[src/assert_macros.svh]
// Assertion macros shared by the background subtractor modules.
`ifndef ASSERT_MACROS_SVH
`define ASSERT_MACROS_SVH

// The condition must never hold at a clock edge outside reset.
`define ASSERT_NEVER(name, clk, rstn, cond) \
    name: assert property (@(posedge clk) disable iff (!rstn) !(cond)) \
        else $error("assertion failed: forbidden condition seen");

// When the trigger holds, the consequence must hold in the next cycle.
`define ASSERT_NEXT(name, clk, rstn, trig, cons) \
    name: assert property (@(posedge clk) disable iff (!rstn) (trig) |=> (cons)) \
        else $error("assertion failed: expected follow-up missing");

`endif

[src/ravbs_pkg.sv]
// Types and constants shared by the background subtractor modules.
`default_nettype none

package ravbs_pkg;

    // Configuration register indexes.
    localparam logic [2:0] REG_THRESHOLD = 3'd0;
    localparam logic [2:0] REG_RATE      = 3'd1;
    localparam logic [2:0] REG_X_LOW     = 3'd2;
    localparam logic [2:0] REG_X_HIGH    = 3'd3;
    localparam logic [2:0] REG_Y_LOW     = 3'd4;
    localparam logic [2:0] REG_Y_HIGH    = 3'd5;

    // Reset values of the configuration registers.
    localparam logic signed [7:0] THRESHOLD_RESET = -8'sd10;
    localparam logic [15:0]       RATE_RESET      = 16'd2185;
    localparam logic [8:0]        COORD_LOW_RESET = 9'd0;
    localparam logic [8:0]        COORD_HIGH_RESET = 9'd511;

    // Luma weights in Q0.16, summing to one.
    localparam logic signed [17:0] WEIGHT_RED   = 18'sd19595;
    localparam logic signed [17:0] WEIGHT_GREEN = 18'sd38470;
    localparam logic signed [17:0] WEIGHT_BLUE  = 18'sd7471;

    // One in Q0.16, for the complementary blend weight.
    localparam logic [16:0] RATE_ONE = 17'h10000;

    // Depth of the command queue between front and back.
    localparam int QUEUE_DEPTH = 4;

    // What the back end must do with a pixel.
    typedef enum logic [1:0] {
        CMD_PASS   = 2'd0,
        CMD_LOAD   = 2'd1,
        CMD_UPDATE = 2'd2
    } cmd_kind_t;

    typedef struct packed {
        cmd_kind_t  kind;
        logic [7:0] red;
        logic [7:0] green;
        logic [7:0] blue;
    } cmd_t;

    // Settings the back end needs.
    typedef struct packed {
        logic signed [7:0] threshold;
        logic [15:0]       rate;
    } cfg_t;

endpackage

`default_nettype wire

[src/ravbs_front.sv]
// Front end: configuration registers, pixel classification and address forming.
`default_nettype none

module ravbs_front
    import ravbs_pkg::*;
#(
    parameter int FRAME_WIDTH  = 512,
    parameter int FRAME_HEIGHT = 512,
    parameter int ADDR_W       = $clog2(FRAME_WIDTH * FRAME_HEIGHT)
) (
    input  wire logic              aclk,
    input  wire logic              aresetn,
    input  wire logic              cfg_wr_en,
    input  wire logic [2:0]        cfg_addr,
    input  wire logic [15:0]       cfg_wr_data,
    input  wire logic [8:0]        pixel_x,
    input  wire logic [8:0]        pixel_y,
    input  wire logic [7:0]        red,
    input  wire logic [7:0]        green,
    input  wire logic [7:0]        blue,
    input  wire logic              load_background,
    output cmd_t                   cmd,
    output logic      [ADDR_W-1:0] cmd_addr,
    output cfg_t                   cfg
);

    localparam logic [12:0] FW = 13'(FRAME_WIDTH);
    localparam logic [12:0] FH = 13'(FRAME_HEIGHT);

    logic signed [7:0] threshold_reg;
    logic [15:0]       rate_reg;
    logic [8:0]        x_low_reg;
    logic [8:0]        x_high_reg;
    logic [8:0]        y_low_reg;
    logic [8:0]        y_high_reg;

    logic       in_frame;
    logic [8:0] x_min, x_max, y_min, y_max;
    logic       x_inside, y_inside;

    // Register writes; indexes beyond the list are ignored.
    always_ff @(posedge aclk) begin
        if (!aresetn) begin
            threshold_reg <= THRESHOLD_RESET;
            rate_reg      <= RATE_RESET;
            x_low_reg     <= COORD_LOW_RESET;
            x_high_reg    <= COORD_HIGH_RESET;
            y_low_reg     <= COORD_LOW_RESET;
            y_high_reg    <= COORD_HIGH_RESET;
        end else if (cfg_wr_en) begin
            unique case (cfg_addr)
                REG_THRESHOLD: threshold_reg <= $signed(cfg_wr_data[7:0]);
                REG_RATE:      rate_reg      <= cfg_wr_data;
                REG_X_LOW:     x_low_reg     <= cfg_wr_data[8:0];
                REG_X_HIGH:    x_high_reg    <= cfg_wr_data[8:0];
                REG_Y_LOW:     y_low_reg     <= cfg_wr_data[8:0];
                REG_Y_HIGH:    y_high_reg    <= cfg_wr_data[8:0];
                default: begin
                end
            endcase
        end
    end

    assign cfg.threshold = threshold_reg;
    assign cfg.rate      = rate_reg;

    // The corners may be given in either order.
    assign x_min = (x_low_reg < x_high_reg) ? x_low_reg : x_high_reg;
    assign x_max = (x_low_reg < x_high_reg) ? x_high_reg : x_low_reg;
    assign y_min = (y_low_reg < y_high_reg) ? y_low_reg : y_high_reg;
    assign y_max = (y_low_reg < y_high_reg) ? y_high_reg : y_low_reg;

    // Strictly inside, leaving out the line next to the larger corner too.
    assign x_inside = (pixel_x > x_min) && ({1'b0, pixel_x} + 10'd1 < {1'b0, x_max});
    assign y_inside = (pixel_y > y_min) && ({1'b0, pixel_y} + 10'd1 < {1'b0, y_max});

    assign in_frame = ({4'd0, pixel_x} < FW) && ({4'd0, pixel_y} < FH);

    // Classify the pixel.
    always_comb begin
        cmd.red   = red;
        cmd.green = green;
        cmd.blue  = blue;
        if (!in_frame) begin
            cmd.kind = CMD_PASS;
        end else if (load_background) begin
            cmd.kind = CMD_LOAD;
        end else if (x_inside && y_inside) begin
            cmd.kind = CMD_UPDATE;
        end else begin
            cmd.kind = CMD_PASS;
        end
    end

    // Row-major store address; only meaningful for pixels inside the frame.
    assign cmd_addr = ADDR_W'(pixel_y) * ADDR_W'(FRAME_WIDTH) + ADDR_W'(pixel_x);

endmodule

`default_nettype wire

[config.mk]
export PLATFORM = sky130hd
export DESIGN_NAME = ravbs_front
export DESIGN_NICKNAME = d
export VERILOG_FILES = /design/src/assert_macros.svh /design/src/ravbs_pkg.sv /design/src/ravbs_front.sv
export SDC_FILE = /design/constraint.sdc
export NUM_CORES = 1
export LEC_CHECK = 0
export ABC_AREA = 1
export BUFFER_PORTS_ARGS = -buffer_cell sky130_fd_sc_hd__buf_4
export CAP_MARGIN = 20
export CORE_UTILIZATION = 47
export DETAILED_ROUTE_END_ITERATION = 10
export GPL_ROUTABILITY_DRIVEN = 1
export GPL_TIMING_DRIVEN = 0
export PLACE_DENSITY = 0.78
export SETUP_SLACK_MARGIN = 0.2
export SYNTH_ARGS = -nofsm -noshare
export SYNTH_HDL_FRONTEND = slang
export SYNTH_SLANG_ARGS = --single-unit
export TNS_END_PERCENT = 20
[constraint.sdc]
create_clock -name aclk -period 2.42 [get_ports aclk]
set_input_delay 0.242 -clock aclk [delete_from_list [all_inputs] [get_ports aclk]]
set_output_delay 0.242 -clock aclk [all_outputs]
set_load 0.01 [all_outputs]
## Word-level counts from Yosys, hierarchy flattened

Cells that the tools add are included.

| operators by class | value |
|---|---|
| $add $sub $neg | 3 |
| $lt $le $gt $ge | 6 |
| reductions and logical operators | 10 |
| equal/unequal tests | 5 |
| multiplexer cells | 6 |

Operators by type and width:

| operator | number |
|---|---|
| 9-bit two-way mux | 4 |
| 9-bit by 1-bit adder with 10-bit output (second input constant) | 2 |
| 10-bit by 9-bit < comparator with 1-bit output | 2 |
| 18-bit by 9-bit adder with 18-bit output | 1 |
| 9-bit > comparator | 2 |
| 9-bit < comparator | 2 |
| 2-bit AND reduction | 6 |
| 3-bit by 2-bit == test with 1-bit output (second input constant) | 2 |
| 3-bit == test (second input constant) | 2 |
| 2-bit two-way mux | 2 |
| 3-bit by 1-bit == test with 1-bit output (second input constant) | 1 |
| 1-bit logical AND | 3 |
| 3-bit logical NOT | 1 |

| storage, ports and cells | value |
|---|---|
| output and inout port bits | 68 |
| input bits | 65 |
| bits in registers | 60 |

## Longest topological paths before layout

| logic depth | value |
|---|---|
| word-level depth | 7 |
| depth in mapped cells | 23 |
| gate-level depth less buffers | 22 |

## Least setup slack after synthesis

No wires, ideal clock.

| timing | value |
|---|---|
| path type | reg-to-output |
| start | register y_high_reg[8] |
| end | output port cmd[25] in the netlist's numbering |
| required time | 2.178 ns |
| cell stages (with the launch flop) | 19 |
| slack | -0.253 ns |
| data arrival time | 2.431 ns |
| cell sequence | dfxtp_1 -> inv_1 -> ha_1 -> a21o_1 -> nor2_1 -> nand3_2 -> buf_2 -> nor2_1 -> a21oi_1 -> ha_1 -> a21oi_1 -> o22ai_2 -> inv_1 -> nand2_1 -> nor2_1 -> nand2_1 -> nor2_2 -> nand2_1 -> nor2_1 |

RTL lines:

| item | RTL line | text |
|---|---|---|
| start, declared | ravbs_front.sv:35 | `logic [8:0] y_high_reg;` |
| start signal, assigned | ravbs_front.sv:57 | `REG_Y_HIGH: y_high_reg <= cfg_wr_data[8:0];` |
| end, declared | ravbs_front.sv:22 | `output cmd_t cmd,` |

==> metrics.md <==
| Metric | Value |
|---|---|
| Status | `finished, violations left` |
| Failing checks | `design-rule violations, negative setup slack` |
| P_leak | `3.04 nW` |
| Worst Path Arrival | `3.00 ns` |
| # hold bufs at CTS | `0` |
| Hold Path Origin | `cfg_wr_data[11]` |
| Crit end category | `primary output` |
| Drt first pass iters | `7` |
| Synthesized area | `4330 um2` |
| Synth Area in Compound Gates | `15.8%` |
| Post-Route Setup TNS | `-0.822 ns` |
| Clock skew | `0 ns` |
| Final period util | `134%` |
| Adder-Cell Fraction of Synth Area | `around 15%` |
| Worst-case clock buffer depth | `2` |
| Synth Area in Simple Gates | `25.8%` |
| Die X | `98.0 um` |
| WP buf/inv | `4` |
| CORE AREA | `8810 um2` |
| Max Cap Viol | `0` |
| Max Transition Viols Final | `0` |
| Crit path launch type | `flip-flop` |
| Num ports | `133` |
| Ant diodes | `0` |
| Placed wire-length estimate | `between 8 and 9 mm` |
| Primary FF master, synth | `dfxtp_1` |
| Inserted Clock Buffers | `9` |
| Design Power | `2.50 mW` |
| Net Count, Synth | `741` |
| Port bufs | `107` |
| Vias in the first global route | `4374` |
| CP startpoint | `x_low_reg[8]` |
| Critical path's top delay family | `simple AND/OR/NAND/NOR gates` |
| First-pass GRT wire length | `slightly below 20 mm` |
| Number of fill cells | `676` |
| Synth area leader | `dfxtp_1` |
| Unique masters post-synth | `31` |
| Unrepaired setup endpoints after global routing | `true` |
| Place WS | `-0.567 ns` |
| WL per Instance | `13.7 um` |
| Clock root buffer | `clkbuf_8` |
| WHS | `0.115 ns` |
| Skew-Pair Late Insertion Delay | `0.34 ns` |
| Post-route minimum period | `3.24 ns` |
| Flops & latches, synth | `60` |
| Placed cell area | `~5400 um2` |
| H-Tree Depth | `3` |
| Die area | `just under 10000 um2` |
| Synth top area share | `27.7%` |
| Final setup fails | `1` |
| Post-Route WL | `roughly 12 mm` |
| Initial Utilization | `49.2%` |
| R2r startpoint | `x_low_reg[4]` |
| Final Hold Viols | `0` |
| Routed vias | `4699` |
| # rows | `34` |
| Power per Cell Area | `roughly 400 nW/um2` |
| GRT Util Overall | `25.1%` |
| Worst hold path type | `primary input to flip-flop` |
| Clock Sink Count | `60` |
| Seq/Total Area, Yosys | `~28%` |
| CP Class | `flip-flop to primary output` |
| F_max | `0.308 GHz` |
| Mean number of vias per cell | `5.27` |
| Worst Slack Setup Final | `-0.822 ns` |
| Vert. Die Dim | `98.0 um` |
| Synth cell count leaders | `nand2_1, nor2_1, dfxtp_1` |
| CP max stage delay | `0.36 ns` |
| Mux share of post-synthesis cell area | `0%` |
| Syn_area_per_cell | `approximately 7 um2` |
| CP Cell Sequence | `ha_4 > nand2_4 > inv_2 > a21oi_4 > nand3_4 > buf_6 > nand2_1 > o21ai_1 > ha_1 > nand2_2 > inv_1 > nand4_1 > nand2_1 > nor2_1 > nand2_1 > nor2_1 > nand2_1 > nor2_2 > nand2_1 > nor2_2 > buf_6` |
| Share of layout cells above drive strength 1 | `43.8%` |
| Critical Path Fanout Max | `6` |
| GPL Wtd Cong | `0.831` |
| Count leader, synth | `nand2_1` |
| Number of flops mapped to enable cells by yosys | `0` |
| Synth Area in XOR/XNOR | `2.02%` |
| Fraction of registers with async set/reset | `0%` |
| VDD IR max | `0.563 mV` |
| Drc violations | `12` |
| Gr ovfl total | `0` |
| DR iter-0 viols | `167` |
| Antenna viol nets, final | `0` |
| Largest net degree at the start of global routing | `11` |
| Layout Nets | `896` |
| Worst relative slew slack | `between 70% and 80%` |
| CP required | `2.18 ns` |
| Slowest-stage cell, CP | `dfxtp_4` |
| Worst-path clk slew | `approximately 0.07 ns` |
| CP dominant cell by count | `nand2_1` |
| Max reg flops | `16` |
| Ranking of synthesized cells by area | `dfxtp_1, ha_1, nand2_1` |
| CTS tree | `yes` |
| Area Growth Syn to Fin | `43.7%` |
| Cells after synthesis | `624` |
| Initial antenna violation count | `0` |
| Fin area | `6230 um2` |
| Largest family of logic cells by synthesized area | `simple AND/OR/NAND/NOR gates` |
| Worst-Margin Slew | `0.431 ns` |
| Synth warnings | `0` |
[final timing paths]
path | slack, ns | depth (start not counted) | endpoint
max | -0.82 | 21 | cmd[25]
min reg2reg | 0.48 | 2 | threshold_reg[6]
min | 0.11 | 3 | rate_reg[11]
max reg2reg | 1.54 | 3 | x_low_reg[4]
[layer usage]
metal / wire length [um] / global-route usage [%]
met2: 5930 / 43.6
met4: 194 / 10.3
met1: 5150 / 30.2
met3: 971 / 5.01
met5: 0 / 0
[tightest hold or removal path: cells and delay by family]
kind / cells / cell delay [ns]
buffers and inverters: 1 / 0.07
AND/OR/NAND/NOR: 2 / 0.11
[final cells by class]
class	instances	area, um2	area share, %
inverters	52	208	3.34
well taps	108	135	2.17
clock inverters	5	52.6	0.844
multi-input cells	454	2910	46.7
flip-flops and latches	60	1250	20.1
plain buffers	59	439	7.05
clock buffers	11	131	2.11
repair buffers	143	1100	17.7
[metrics by stage]
stage / std cells / utilization, %
5_1_grt: 892 / 70.7
6_report: 892 / 70.7
4_1_cts: 879 / 68.4
3_3_place_gp: 839 / 61.8
2_1_floorplan: 624 / -
3_5_place_dp: 839 / 61.8
[kinds of logic after synthesis]
logic type      count (synthesis)
compound gates                127
xor+xnor                       10
simple gates                  264
buf+inv                       111
fa+ha+maj                      52
flops                          60
[placed cells by master, fill, tap and decap left out, drive strengths merged]
cell type / netlist / final
xor2: 4 / 4
nor3: 4 / 4
clkinvlp: 0 / 1
nor2: 113 / 113
o2111ai: 1 / 1
nand3b: 2 / 2
nand3: 21 / 22
a21oi: 48 / 48
o22ai: 1 / 1
nand2: 117 / 117
clkinv: 1 / 4
o211ai: 9 / 9
nor4: 1 / 1
o21ai: 65 / 65
buf: 53 / 195
a41oi: 2 / 2
xnor2: 6 / 6
a21o: 1 / 1
bufinv: 0 / 1
clkbuf: 6 / 18
ha: 52 / 52
nand4: 6 / 6
dfxtp: 60 / 60
inv: 51 / 51
[report_power, final]
part           leakage, nW  internal, mW  total (mW)  switching (mW)
logic                 2.46         0.295       0.594           0.300
clock network       0.0931         0.470       0.857           0.387
registers            0.491          1.02        1.05          0.0295
[timing repair]
action	CTS	global route
resized for setup	74	34
pin swaps	43	18
setup endpoints to repair	1	1
cloned	6	1
buffers inserted	18	12
(Power assumes the default switching activity.)
