## src/assert_macros.svh

```systemverilog
// Assertion macros shared by the background subtractor modules.
`ifndef ASSERT_MACROS_SVH
`define ASSERT_MACROS_SVH

// The condition must never hold at a clock edge outside reset.
`define ASSERT_NEVER(name, clk, rstn, cond) \
    name: assert property (@(posedge clk) disable iff (!rstn) !(cond)) \
        else $error("assertion failed: forbidden condition seen");

// When the trigger holds, the consequence must hold in the next cycle.
`define ASSERT_NEXT(name, clk, rstn, trig, cons) \
    name: assert property (@(posedge clk) disable iff (!rstn) (trig) |=> (cons)) \
        else $error("assertion failed: expected follow-up missing");

`endif

```

## src/ravbs_pkg.sv

```systemverilog
// Types and constants shared by the background subtractor modules.
`default_nettype none

package ravbs_pkg;

    // Configuration register indexes.
    localparam logic [2:0] REG_THRESHOLD = 3'd0;
    localparam logic [2:0] REG_RATE      = 3'd1;
    localparam logic [2:0] REG_X_LOW     = 3'd2;
    localparam logic [2:0] REG_X_HIGH    = 3'd3;
    localparam logic [2:0] REG_Y_LOW     = 3'd4;
    localparam logic [2:0] REG_Y_HIGH    = 3'd5;

    // Reset values of the configuration registers.
    localparam logic signed [7:0] THRESHOLD_RESET = -8'sd10;
    localparam logic [15:0]       RATE_RESET      = 16'd2185;
    localparam logic [8:0]        COORD_LOW_RESET = 9'd0;
    localparam logic [8:0]        COORD_HIGH_RESET = 9'd511;

    // Luma weights in Q0.16, summing to one.
    localparam logic signed [17:0] WEIGHT_RED   = 18'sd19595;
    localparam logic signed [17:0] WEIGHT_GREEN = 18'sd38470;
    localparam logic signed [17:0] WEIGHT_BLUE  = 18'sd7471;

    // One in Q0.16, for the complementary blend weight.
    localparam logic [16:0] RATE_ONE = 17'h10000;

    // Depth of the command queue between front and back.
    localparam int QUEUE_DEPTH = 4;

    // What the back end must do with a pixel.
    typedef enum logic [1:0] {
        CMD_PASS   = 2'd0,
        CMD_LOAD   = 2'd1,
        CMD_UPDATE = 2'd2
    } cmd_kind_t;

    typedef struct packed {
        cmd_kind_t  kind;
        logic [7:0] red;
        logic [7:0] green;
        logic [7:0] blue;
    } cmd_t;

    // Settings the back end needs.
    typedef struct packed {
        logic signed [7:0] threshold;
        logic [15:0]       rate;
    } cfg_t;

endpackage

`default_nettype wire

```

## src/ravbs_queue.sv

```systemverilog
// Short command queue that decouples the front end from the back end.
`default_nettype none
`include "assert_macros.svh"

module ravbs_queue
    import ravbs_pkg::*;
#(
    parameter int ADDR_W = 18
) (
    input  wire logic              aclk,
    input  wire logic              aresetn,
    input  wire logic              push,
    input  wire cmd_t              push_cmd,
    input  wire logic [ADDR_W-1:0] push_addr,
    output logic                   full,
    input  wire logic              pop,
    output logic                   head_valid,
    output cmd_t                   head_cmd,
    output logic      [ADDR_W-1:0] head_addr
);

    localparam int PTR_W = $clog2(QUEUE_DEPTH);
    localparam logic [PTR_W:0] DEPTH_COUNT = (PTR_W + 1)'(QUEUE_DEPTH);

    cmd_t              cmd_reg  [QUEUE_DEPTH];
    logic [ADDR_W-1:0] addr_reg [QUEUE_DEPTH];
    logic [PTR_W-1:0]  wr_ptr_reg, wr_ptr_next;
    logic [PTR_W-1:0]  rd_ptr_reg, rd_ptr_next;
    logic [PTR_W:0]    count_reg, count_next;

    assign full       = (count_reg == DEPTH_COUNT);
    assign head_valid = (count_reg != '0);
    assign head_cmd   = cmd_reg[rd_ptr_reg];
    assign head_addr  = addr_reg[rd_ptr_reg];

    // Pointer and fill-count update.
    always_comb begin
        wr_ptr_next = push ? wr_ptr_reg + 1'b1 : wr_ptr_reg;
        rd_ptr_next = pop ? rd_ptr_reg + 1'b1 : rd_ptr_reg;
        count_next  = count_reg;
        if (push && !pop) begin
            count_next = count_reg + 1'b1;
        end else if (pop && !push) begin
            count_next = count_reg - 1'b1;
        end
    end

    always_ff @(posedge aclk) begin
        if (!aresetn) begin
            wr_ptr_reg <= '0;
            rd_ptr_reg <= '0;
            count_reg  <= '0;
        end else begin
            wr_ptr_reg <= wr_ptr_next;
            rd_ptr_reg <= rd_ptr_next;
            count_reg  <= count_next;
        end
    end

    // Entry storage.
    always_ff @(posedge aclk) begin
        if (push) begin
            cmd_reg[wr_ptr_reg]  <= push_cmd;
            addr_reg[wr_ptr_reg] <= push_addr;
        end
    end

    `ASSERT_NEVER(a_pop_when_empty, aclk, aresetn, pop && !head_valid)
    `ASSERT_NEVER(a_count_overflow, aclk, aresetn, count_reg > DEPTH_COUNT)

endmodule

`default_nettype wire

```

## config.mk

```make
export PLATFORM = sky130hd
export DESIGN_NAME = ravbs_queue
export DESIGN_NICKNAME = d
export VERILOG_FILES = /design/src/ravbs_pkg.sv /design/src/ravbs_queue.sv
export VERILOG_INCLUDE_DIRS = /design/src /design/src/src
export SDC_FILE = /design/constraint.sdc
export NUM_CORES = 1
export LEC_CHECK = 0
export BUFFER_PORTS_ARGS = -buffer_cell sky130_fd_sc_hd__buf_4
export CORE_MARGIN = 3
export CORE_UTILIZATION = 55
export DETAILED_ROUTE_END_ITERATION = 12
export PLACE_DENSITY = 0.76
export SYNTH_ARGS = -nofsm -noshare
export SYNTH_HDL_FRONTEND = slang
export SYNTH_SLANG_ARGS = --single-unit
```

## constraint.sdc

```tcl
create_clock -name aclk -period 5.6 [get_ports aclk]
set_clock_uncertainty 0.05 [all_clocks]
set_input_delay 0.28 -clock aclk [delete_from_list [all_inputs] [get_ports aclk]]
set_output_delay 0.28 -clock aclk [all_outputs]
set_load 0.01 [all_outputs]
```

# After elaboration in Yosys (flattened, before gate mapping)
# Memories as Yosys holds them, arrays and structs flattened. A register that Yosys moved wholly into a read port is not among the register bits.
# Index checks and enable logic that the tools add are counted.
# word_totals
out_inout_bits	46
input_bits	48
n_memories	2
mem_bits_rw	176
register_bits	7
# op_classes
addsub	4
n_reduce_logical	6
mux	8
eq_ne	1
# mem_list
memory	words	word_bits	rd	rd_ports_with_merged_regs	wr	line_no	rtl
cmd_reg	4	26	1	1	1	ravbs_queue.sv:25	cmd_t cmd_reg [QUEUE_DEPTH];
addr_reg	4	18	1	1	1	ravbs_queue.sv:26	logic [ADDR_W-1:0] addr_reg [QUEUE_DEPTH];
# ops
cell	count
$mux W2	4
$mux W3	2
$add A2 B1 Y2 const B	2
$add A3 B1 Y3 const B	1
$eq A3 B3 Y1 const B	1
$reduce_bool A3 Y1	1
$sub A3 B1 Y3 const B	1
$logic_and A1 B1 Y1	2
$logic_not A1 Y1	2
$mux W1	2
$reduce_bool A2 Y1	1

# Longest topological paths before layout
# Gate-level depths: netlist of the first run.
# depth
word_depth	4
ltp_mapped	7
mapped_depth_nobuf	7

# Worst setup path after synthesis of the first run
# OpenSTA, ideal clock, no wires.
# synth_timing
path_type	flip-flop to flip-flop
start	reg wr_ptr_reg[0]
end	mem addr_reg[2][0], enable pin
slack_ns	3.546
required_ns	5.144
setup_ns	0.406
stages_incl_launch_ff	4
arrival_time_ns	1.599
cell_sequence	dfxtp_1 -> inv_1 -> ha_1 -> and2_1
# synth_lines
element	line_no	rtl
start, declared	ravbs_queue.sv:27	logic [PTR_W-1:0] wr_ptr_reg, wr_ptr_next;
start signal, assigned	ravbs_queue.sv:54	wr_ptr_reg <= wr_ptr_next;
end, declared	ravbs_queue.sv:26	
# Straight into the memory's write port.

==> reports/qor.csv, run 1 <==
metric,value,unit
diodes,0,
async_flop_share,0,
grt_antenna_before_repair,0,
tightestPinTransition,0.8905,ns
grt_start_max_net_pins,45,
design.core.area,0.01211,sq mm
cts_max_level,4,
die_h,117.6,microns
arrival,2.22,ns
ir_worst_vdd,0.1972,mV
clock-root-buffer,clkbuf_16,
synthFlopType,edfxtp_1,
die_w,117.6,microns
crit_chain,mux4_1 > buf_4,
io_buffers,93,
grt_util_all_layers,0.1809,
cts_buffers,17,
grt_remaining_overflow,0,
synthCells,273,
clock_path_buffers,2,
vias,3218,
drive_above_1_share,0.4023,
num_rows,40,
numClockSinks,185,
grt_pass1_wl,18.53,mm
period_minus_slack,2.548,ns
dr.pass1.iters,4,
critPathCaptureType,output pin,
fin_nets,471,
pin_count,94,
nFillCells,758,
initial_core_util,0.5659,
slowest_stage,dfxtp_4,
largest_reg_flops,104,
p_total,3.218,mW
yosys-top-cells-area,"edfxtp_1 (77%), mux4_2 (13%), dfxtp_1 (2.6%)",
routedWlPerCell,19.60,microns
ys_seq_elements,185,
max_freq,392.5,MHz
critPathMaxStageDelay,0.94,ns
p_leak,3.009,nW
max_slew_margin,0.4063,
totalWireLength,11.72,mm
dp_hpwl,6.757,mm
ant_nets,0,
grt_pass1_vias,3413,
cts_resized,0,
synth_nets,327,
gp_congestion,0.6601,
synth_top_cell_by_area,edfxtp_1,
synth_edf_count,176,
path_class,reg -> out,
status,"complete, no violations",
final_util,0.7181,
setup_violations,0,
cts_setup_buffers,0,
hold_depth,1,
area_growth,26.89,%
yosysMostFrequentCell,edfxtp_1,
final_max_slew_viol_count,0,
synth_commonest_cells,"edfxtp_1 (176), mux4_2 (40), and2_1 (9), dfxtp_1 (9), ha_1 (5)",
worstPathRequired,5.27,ns
cts_tree,yes,
yosysWarningCount,0,
synth_cell_type_count,21,
hold_violations,0,
vias_per_cell,5.381,
post-route-period-util,0.4549,
ff2ff_path_depth,4,
drv_cap,0,
dieArea,0.01384,sq mm
yosysSeqAreaShare,0.7974,
syn_avg_cell_area,25.11,sq um
hold_path_class,in -> reg,
insertion_delay,0.42,ns
yosys.area.top_type_share,0.7711,
whs,0.02374,ns
clk_pin_slew_worst_paths,0.06,ns
drc,0,
syn-cell-area,0.006854,sq mm
drtIter0Drc,241,
powerDensity,370.0,mW/mm^2
crit_fanout,44,
tns,0,ns
cp-start-kind,flop,
rsz0062_at_grt,no,
==> final cells by class <==
| cell class | instances | area (sq um) | share of cell area |
|---|---|---|---|
| Timing Repair Buffer | 135 | 1106 | 0.1272 |
| Sequential cell | 185 | 5470 | 0.6290 |
| Inverter | 4 | 15.01 | 0.001726 |
| Multi-Input combinational cell | 74 | 1262 | 0.1452 |
| Tap cell | 168 | 210.2 | 0.02417 |
| Clock buffer | 19 | 432.9 | 0.04978 |
| Clock inverter | 13 | 200.2 | 0.02302 |
==> worst paths after layout <==
check / start / end / slack, ns
setup reg to reg: wr_ptr_reg[0]$_SDFFE_PN0P_ / addr_reg[2][8]$_DFFE_PP_ / 3.59
hold reg to reg: count_reg[2]$_SDFFE_PN0P_ / count_reg[2]$_SDFFE_PN0P_ / 0.46
setup / recovery: flop / head_addr[17] / 3.05
hold / removal: push_addr[9] / addr_reg[0][9]$_DFFE_PP_ / 0.02
==> per-stage QoR <==
stage                     area, sq um  cells  worst slack, ns
after floorplan                  6854    273            3.546
after global placement           7694    529            3.432
after detailed placement         7694    529            3.447
after CTS                        8697    598            2.966
after global routing             8697    598            2.891
final                            8697    598            3.052
==> logic make-up (layout without fill, tap and decap cells) <==
logic type      after synthesis  count (layout)  share of synthesized area
mux                          46              46                     0.1497
simple gates                 15              15                    0.01351
buf+inv                      14             171                    0.01917
fa+ha+maj                     6               6                    0.01205
xor+xnor                      5               5                   0.006390
flops                       185             185                     0.7974
compound gates                2               2                   0.001825
==> critical path, delay by kind of cell (launching register included) <==
kind	cells	cell delay, ns
multiplexers	1	0.68
flip-flops	1	0.94
buffers and inverters	1	0.17
==> layout by cell type (no fill, tap or decap), types with 3 or more instances in the layout <==
cell,synthesis,routed
mux4_1,4,4
inv_1,4,4
and2_1,9,5
buf_4,0,98
dfxtp_1,9,7
mux4_2,40,40
clkinvlp_4,0,3
clkinv_2,0,3
ha_1,5,5
xor2_1,3,3
bufinv_16,0,5
clkbuf_16,0,17
and2_2,0,4
dlygate4sd3_1,0,37
edfxtp_1,176,176
==> power breakdown <==
group,internal [mW],switching [mW]
logic,0.187,0.141
registers,1.59,0.0402
clock network,0.789,0.474
==> routing by layer <==
layer / vias to the layer above / global-route usage / share of wire
met5: - / 0 / 0
met4: 0 / 0.07033 / 0.017
met3: 16 / 0.05238 / 0.057
met2: 105 / 0.2817 / 0.50
met1: 1662 / 0.2458 / 0.43
li1: 1435 / - / -
==> what timing repair did <==
action | in CTS | in global routing
endpoints found under the hold margin | 144 | 0
hold buffers | 37 | 0
setup endpoints to repair | 0 | 0
No activity file was read; power rests on OpenSTA's default activity.
==> inputs of run 2 (changes only) <==
- clock period: 5.6 -> 2.5 ns (I/O delays scaled with it)
==> run 2 against run 1 <==
Effect of this change:
- via count is 0.81% higher
- clock power is 95% higher
- utilization is 1.1 points higher
- sequential share of layout area is 0.98 points lower
- setup slack worse by 2.8 ns
- worst hold slack better by 0.37 ns
- global-route usage is 0.78 points higher
- first-iteration DRC count is 17% lower
- critical path depth is 1 higher
- cell count is 3.0% higher
- sequential power is 120% higher
- total power is 110% higher
==> reports/qor.csv, run 2 (synthesis gave the netlist of run 1 again) <==
metric,value,unit,change
clock-root-buffer,clkbuf_16,,
clk_pin_slew_worst_paths,0.06,ns,about the same
path_class,reg -> out,,
area_growth,28.90,%,
final_util,0.7294,,+0.01136
hold_path_class,in -> reg,,
period_minus_slack,2.216,ns,
drtIter0Drc,201,,-17%
grt_start_max_net_pins,31,,-31%
fin_nets,489,,+3.8%
rsz0062_at_grt,no,,
ant_nets,0,,unchanged
diodes,0,,unchanged
drive_above_1_share,0.3929,,-0.009468
final_max_slew_viol_count,0,,unchanged
cts_resized,0,,unchanged
num_rows,40,,unchanged
dp_hpwl,7.130,mm,+5.5%
worst_slack,0.2845,ns,-2.768 ns
tns,0,ns,unchanged
p_leak,3.080,nW,+2.3%
dieArea,0.01384,sq mm,unchanged
drv_cap,0,,unchanged
clock_path_buffers,2,,unchanged
cts_buffers,17,,unchanged
max_slew_margin,0.6500,,+0.2437
insertion_delay,0.42,ns,about the same
hold_violations,0,,unchanged
totalWireLength,11.95,mm,+2.0%
grt_pass1_vias,3541,,+3.8%
routedWlPerCell,19.40,microns,-0.98%
layout_common_cells,"edfxtp_1 (176), buf_4 (100), dlygate4sd3_1 (48)",,
vias,3244,,+0.81%
placed_cells,536,,+1.3%
io_buffers,93,,unchanged
arrival,2.04,ns,-0.18 ns
grt_antenna_before_repair,0,,unchanged
ir_worst_vdd,0.5832,mV,+200%
layout_commonest_cell,edfxtp_1,,
tightestPinTransition,0.5250,ns,-0.3655 ns
die_w,117.6,microns,unchanged
drc,0,,unchanged
largest_reg_flops,104,,unchanged
critPathCaptureType,output pin,,
max_freq,451.4,MHz,
initial_core_util,0.5659,,unchanged
setup_violations,0,,unchanged
cp-start-kind,flop,,
grt_pass1_wl,19.53,mm,+5.4%
final_cells,616,,+3.0%
gp_congestion,0.6989,,+5.9%
powerDensity,779.5,mW/mm^2,+110%
cts_max_level,4,,unchanged
grt_remaining_overflow,0,,unchanged
vias_per_cell,5.266,,-2.1%
post-route-period-util,0.8862,,
pin_count,94,,unchanged
dr.pass1.iters,4,,unchanged
place_ws,0.6808,ns,-2.766 ns
die_h,117.6,microns,unchanged
crit_fanout,20,,-55%
numClockSinks,185,,unchanged
cts_tree,yes,,
status,"complete, no violations",,
design.core.area,0.01211,sq mm,unchanged
grt_util_all_layers,0.1888,,+0.007827
worstPathRequired,2.33,ns,-2.94 ns
cts_setup_buffers,0,,unchanged
==> run 2: cell types whose count changed in the layout (fill, tap and decap cells not counted), moves of 2 or more <==
cell,delta
buf_12,+5
buf_4,+2
bufinv_16,-3
clkbuf_1,+2
clkinv_1,+2
clkinv_2,+2
clkinvlp_4,-3
dlygate4sd3_1,+11
==> run 2: final cells by class <==
type	count	area [sq um]
Tap cell	168	210.2
Fill cell	767	3277
Sequential cell	185	5470
Timing Repair Buffer	153	1331
Inverter	4	15.01
Clock buffer	21	440.4
Multi-Input combinational cell	74	1262
Clock inverter	11	105.1
==> run 2: worst paths after layout <==
kind / from / end / slack [ns] / cells past startpoint
setup / recovery: flop / head_cmd[25] / 0.28 / 3
hold / removal: push_addr[10] / addr_reg[1][10]$_DFFE_PP_ / 0.39 / 2
setup reg to reg: wr_ptr_reg[0]$_SDFFE_PN0P_ / addr_reg[1][2]$_DFFE_PP_ / 0.85 / 3
hold reg to reg: count_reg[2]$_SDFFE_PN0P_ / count_reg[2]$_SDFFE_PN0P_ / 0.47 / 2
==> run 2: routing by layer <==
layer / wire length, microns / vias up / track usage
li1: - / 1472 / -
met1: 5063 / 1660 / 0.2501
met2: 6107 / 98 / 0.3061
met3: 601 / 14 / 0.05238
met4: 179 / 0 / 0.06593
met5: 0 / - / 0
==> run 2: repair_timing <==
action / CTS / global route
hold buffers: 48 / 0
hold endpoints to repair: 185 / 0
setup endpoints to repair: 0 / 0
==> run 2: report_power, final <==
group / internal [mW] / leakage [nW] / total (mW) / switching, mW
Clock: 1.45 / 0.271 / 2.46 / 1.01
Sequential: 3.56 / 1.69 / 3.63 / 0.0721
Combinational: 0.456 / 1.12 / 0.801 / 0.344
==> run 2: metrics by stage <==
stage / hold WS [ns] / cell area [sq um] / total power, mW
floorplan: 0.1739 / 6854 / 4.084
global placement: 0.2747 / 7809 / 4.416
detailed placement: 0.2786 / 7809 / 4.441
CTS: 0.3796 / 8835 / 6.952
global route: 0.3868 / 8835 / 7.150
finish: 0.3937 / 8835 / 6.886
==> run 2: worst max-delay path, stage by stage, from the launching register on <==
cell,delay [ns]
dfxtp_4,0.61
buf_12,0.23
mux4_1,0.59
buf_4,0.17
==> inputs of run 3 (changes only) <==
- BUFFER_PORTS_ARGS: -buffer_cell sky130_fd_sc_hd__buf_4 -> -buffer_cell sky130_fd_sc_hd__buf_2
- clock period: 2.5 -> 2.75 ns (I/O delays scaled with it)
==> run 3 against run 2 <==
Effect of this change:
- register-to-register slack improved by 0.15 ns
- global-route usage fell by 0.55 points
- via count fell by 0.18%
- sequential power fell by 9.4%
- sequential cell count did not move
- first-iteration DRC count rose by 39%
- non-clock buffer count fell by 5
- design area fell by 3.2%
- total power fell by 9.0%
- die area did not move
- cell count fell by 0.81%
- utilization fell by 2.3 points
- critical endpoint is now head_addr[16]
- largest power group unchanged
==> reports/qor.csv, run 3 (synthesis gave the netlist of run 1 again) <==
metric,value,unit,change
status,"complete, no violations",,
vias,3238,,-0.18%
drive_above_1_share,0.3973,,+0.004434
clk_pin_slew_worst_paths,0.06,ns,about the same
tightestPinTransition,0.5983,ns,+0.07326 ns
die_w,117.6,microns,unchanged
grt_remaining_overflow,0,,unchanged
crit_fanout,16,,-20%
grt_antenna_before_repair,0,,unchanged
grt_util_all_layers,0.1832,,-0.005529
final_util,0.7064,,-0.02304
p_leak,2.982,nW,-3.2%
critPathCaptureType,output pin,,
clock-root-buffer,clkbuf_16,,
largest_reg_flops,104,,unchanged
p_total,6.269,mW,-9.0%
final_max_slew_viol_count,0,,unchanged
io_buffers,93,,unchanged
hold_path_class,in -> reg,,
insertion_delay,0.42,ns,about the same
hold_violations,0,,unchanged
dr.pass1.iters,4,,unchanged
path_class,reg -> out,,
grt_pass1_wl,19.03,mm,-2.6%
vias_per_cell,5.300,,+0.63%
rsz0062_at_grt,no,,
fin_nets,484,,-1.0%
design.core.area,0.01211,sq mm,unchanged
clock_path_buffers,2,,unchanged
cts_tree,yes,,
setup_violations,0,,unchanged
ir_worst_vdd,0.3610,mV,-38%
numClockSinks,185,,unchanged
routedWlPerCell,19.22,microns,-0.93%
gp_congestion,0.7115,,+1.8%
cts_buffers,17,,unchanged
grt_start_max_net_pins,34,,+9.7%
period_minus_slack,2.193,ns,
area_growth,24.83,%,
dieArea,0.01384,sq mm,unchanged
worst_slack,0.5569,ns,+0.2724 ns
fin_area,0.008556,sq mm,-3.2%
worstPathRequired,2.56,ns,+0.23 ns
cts_max_level,4,,unchanged
nFillCells,773,,+0.78%
r2r_setup_slack,1.00,ns,+0.15 ns
grt_pass1_vias,3494,,-1.3%
powerDensity,732.8,mW/mm^2,-6.0%
die_h,117.6,microns,unchanged
post-route-period-util,0.7975,,
multiInputGateArea,0.001262,sq mm,unchanged
initial_core_util,0.5659,,unchanged
max_slew_margin,0.6011,,-0.04884
ant_nets,0,,unchanged
diodes,0,,unchanged
layout_common_cells,"edfxtp_1 (176), buf_2 (93), dlygate4sd3_1 (45)",,
num_rows,40,,unchanged
drc,0,,unchanged
totalWireLength,11.75,mm,-1.7%
cp-start-kind,flop,,
layout_commonest_cell,edfxtp_1,,
arrival,2.01,ns,-0.03 ns
place_ws,0.9542,ns,+0.2734 ns
max_freq,456.0,MHz,
pin_count,94,,unchanged
drtIter0Drc,279,,+39%
regArea,0.005470,sq mm,unchanged
drv_cap,0,,unchanged
dp_hpwl,7.003,mm,-1.8%
tns,0,ns,unchanged
post_dp_cell_area,0.007536,sq mm,-3.5%
[run 3: cell count changes in the layout (fill, tap and decap cells not counted), sizes merged]
cell         before  now
buf             105  103
bufinv            2    3
dlygate4sd3      48   45
clkbuf           21   20
[run 3: path summary, 6_finish.rpt]
| check | depth (start not counted) | end | from |
|---|---|---|---|
| max | 3 | head_addr[16] | flop |
| min | 3 | wr_ptr_reg[1]$_SDFFE_PN0P_ | push |
| max reg2reg | 4 | addr_reg[0][7]$_DFFE_PP_ | wr_ptr_reg[0]$_SDFFE_PN0P_ |
| min reg2reg | 2 | count_reg[2]$_SDFFE_PN0P_ | count_reg[2]$_SDFFE_PN0P_ |
[run 3: through the flow]
stage | std cells | hold slack (ns)
2_1_floorplan | 273 | 0.1864
3_3_place_gp | 534 | 0.2979
3_5_place_dp | 534 | 0.3036
4_1_cts | 611 | 0.03429
5_1_grt | 611 | 0.05340
6_report | 611 | 0.05550
[run 3: area by class of cell]
class,instances,area share
clock buffer,20,0.05104
tap,168,0.02457
multi-input combinational,74,0.1476
clock inverter,12,0.01550
timing repair buffer,148,0.1202
sequential,185,0.6394
inverter,4,0.001755
[run 3: where the power goes]
group	total (mW)	leakage, nW	internal (mW)	switching [mW]
clock network	2.34	0.286	1.41	0.930
registers	3.29	1.69	3.23	0.0614
logic	0.636	1.00	0.330	0.306
[run 3: worst max-delay path: stages, from the launching register on]
cell,delay (ns)
dfxtp_4,0.53
buf_4,0.34
mux4_2,0.56
buf_2,0.16
[run 3: repair_timing]
item | in CTS | in global routing
setup buffers | 0 | 0
gates resized for setup | 0 | 0
hold endpoints to repair | 185 | 0
hold buffers | 45 | 0
[run 3: routing by layer]
| layer | global-route usage | share of wire | vias to the layer above |
|---|---|---|---|
| met5 | 0 | 0 | - |
| met4 | 0.06960 | 0.0068 | 0 |
| met3 | 0.05190 | 0.062 | 9 |
| met2 | 0.2860 | 0.50 | 119 |
| met1 | 0.2502 | 0.43 | 1648 |
| li1 | - | - | 1462 |
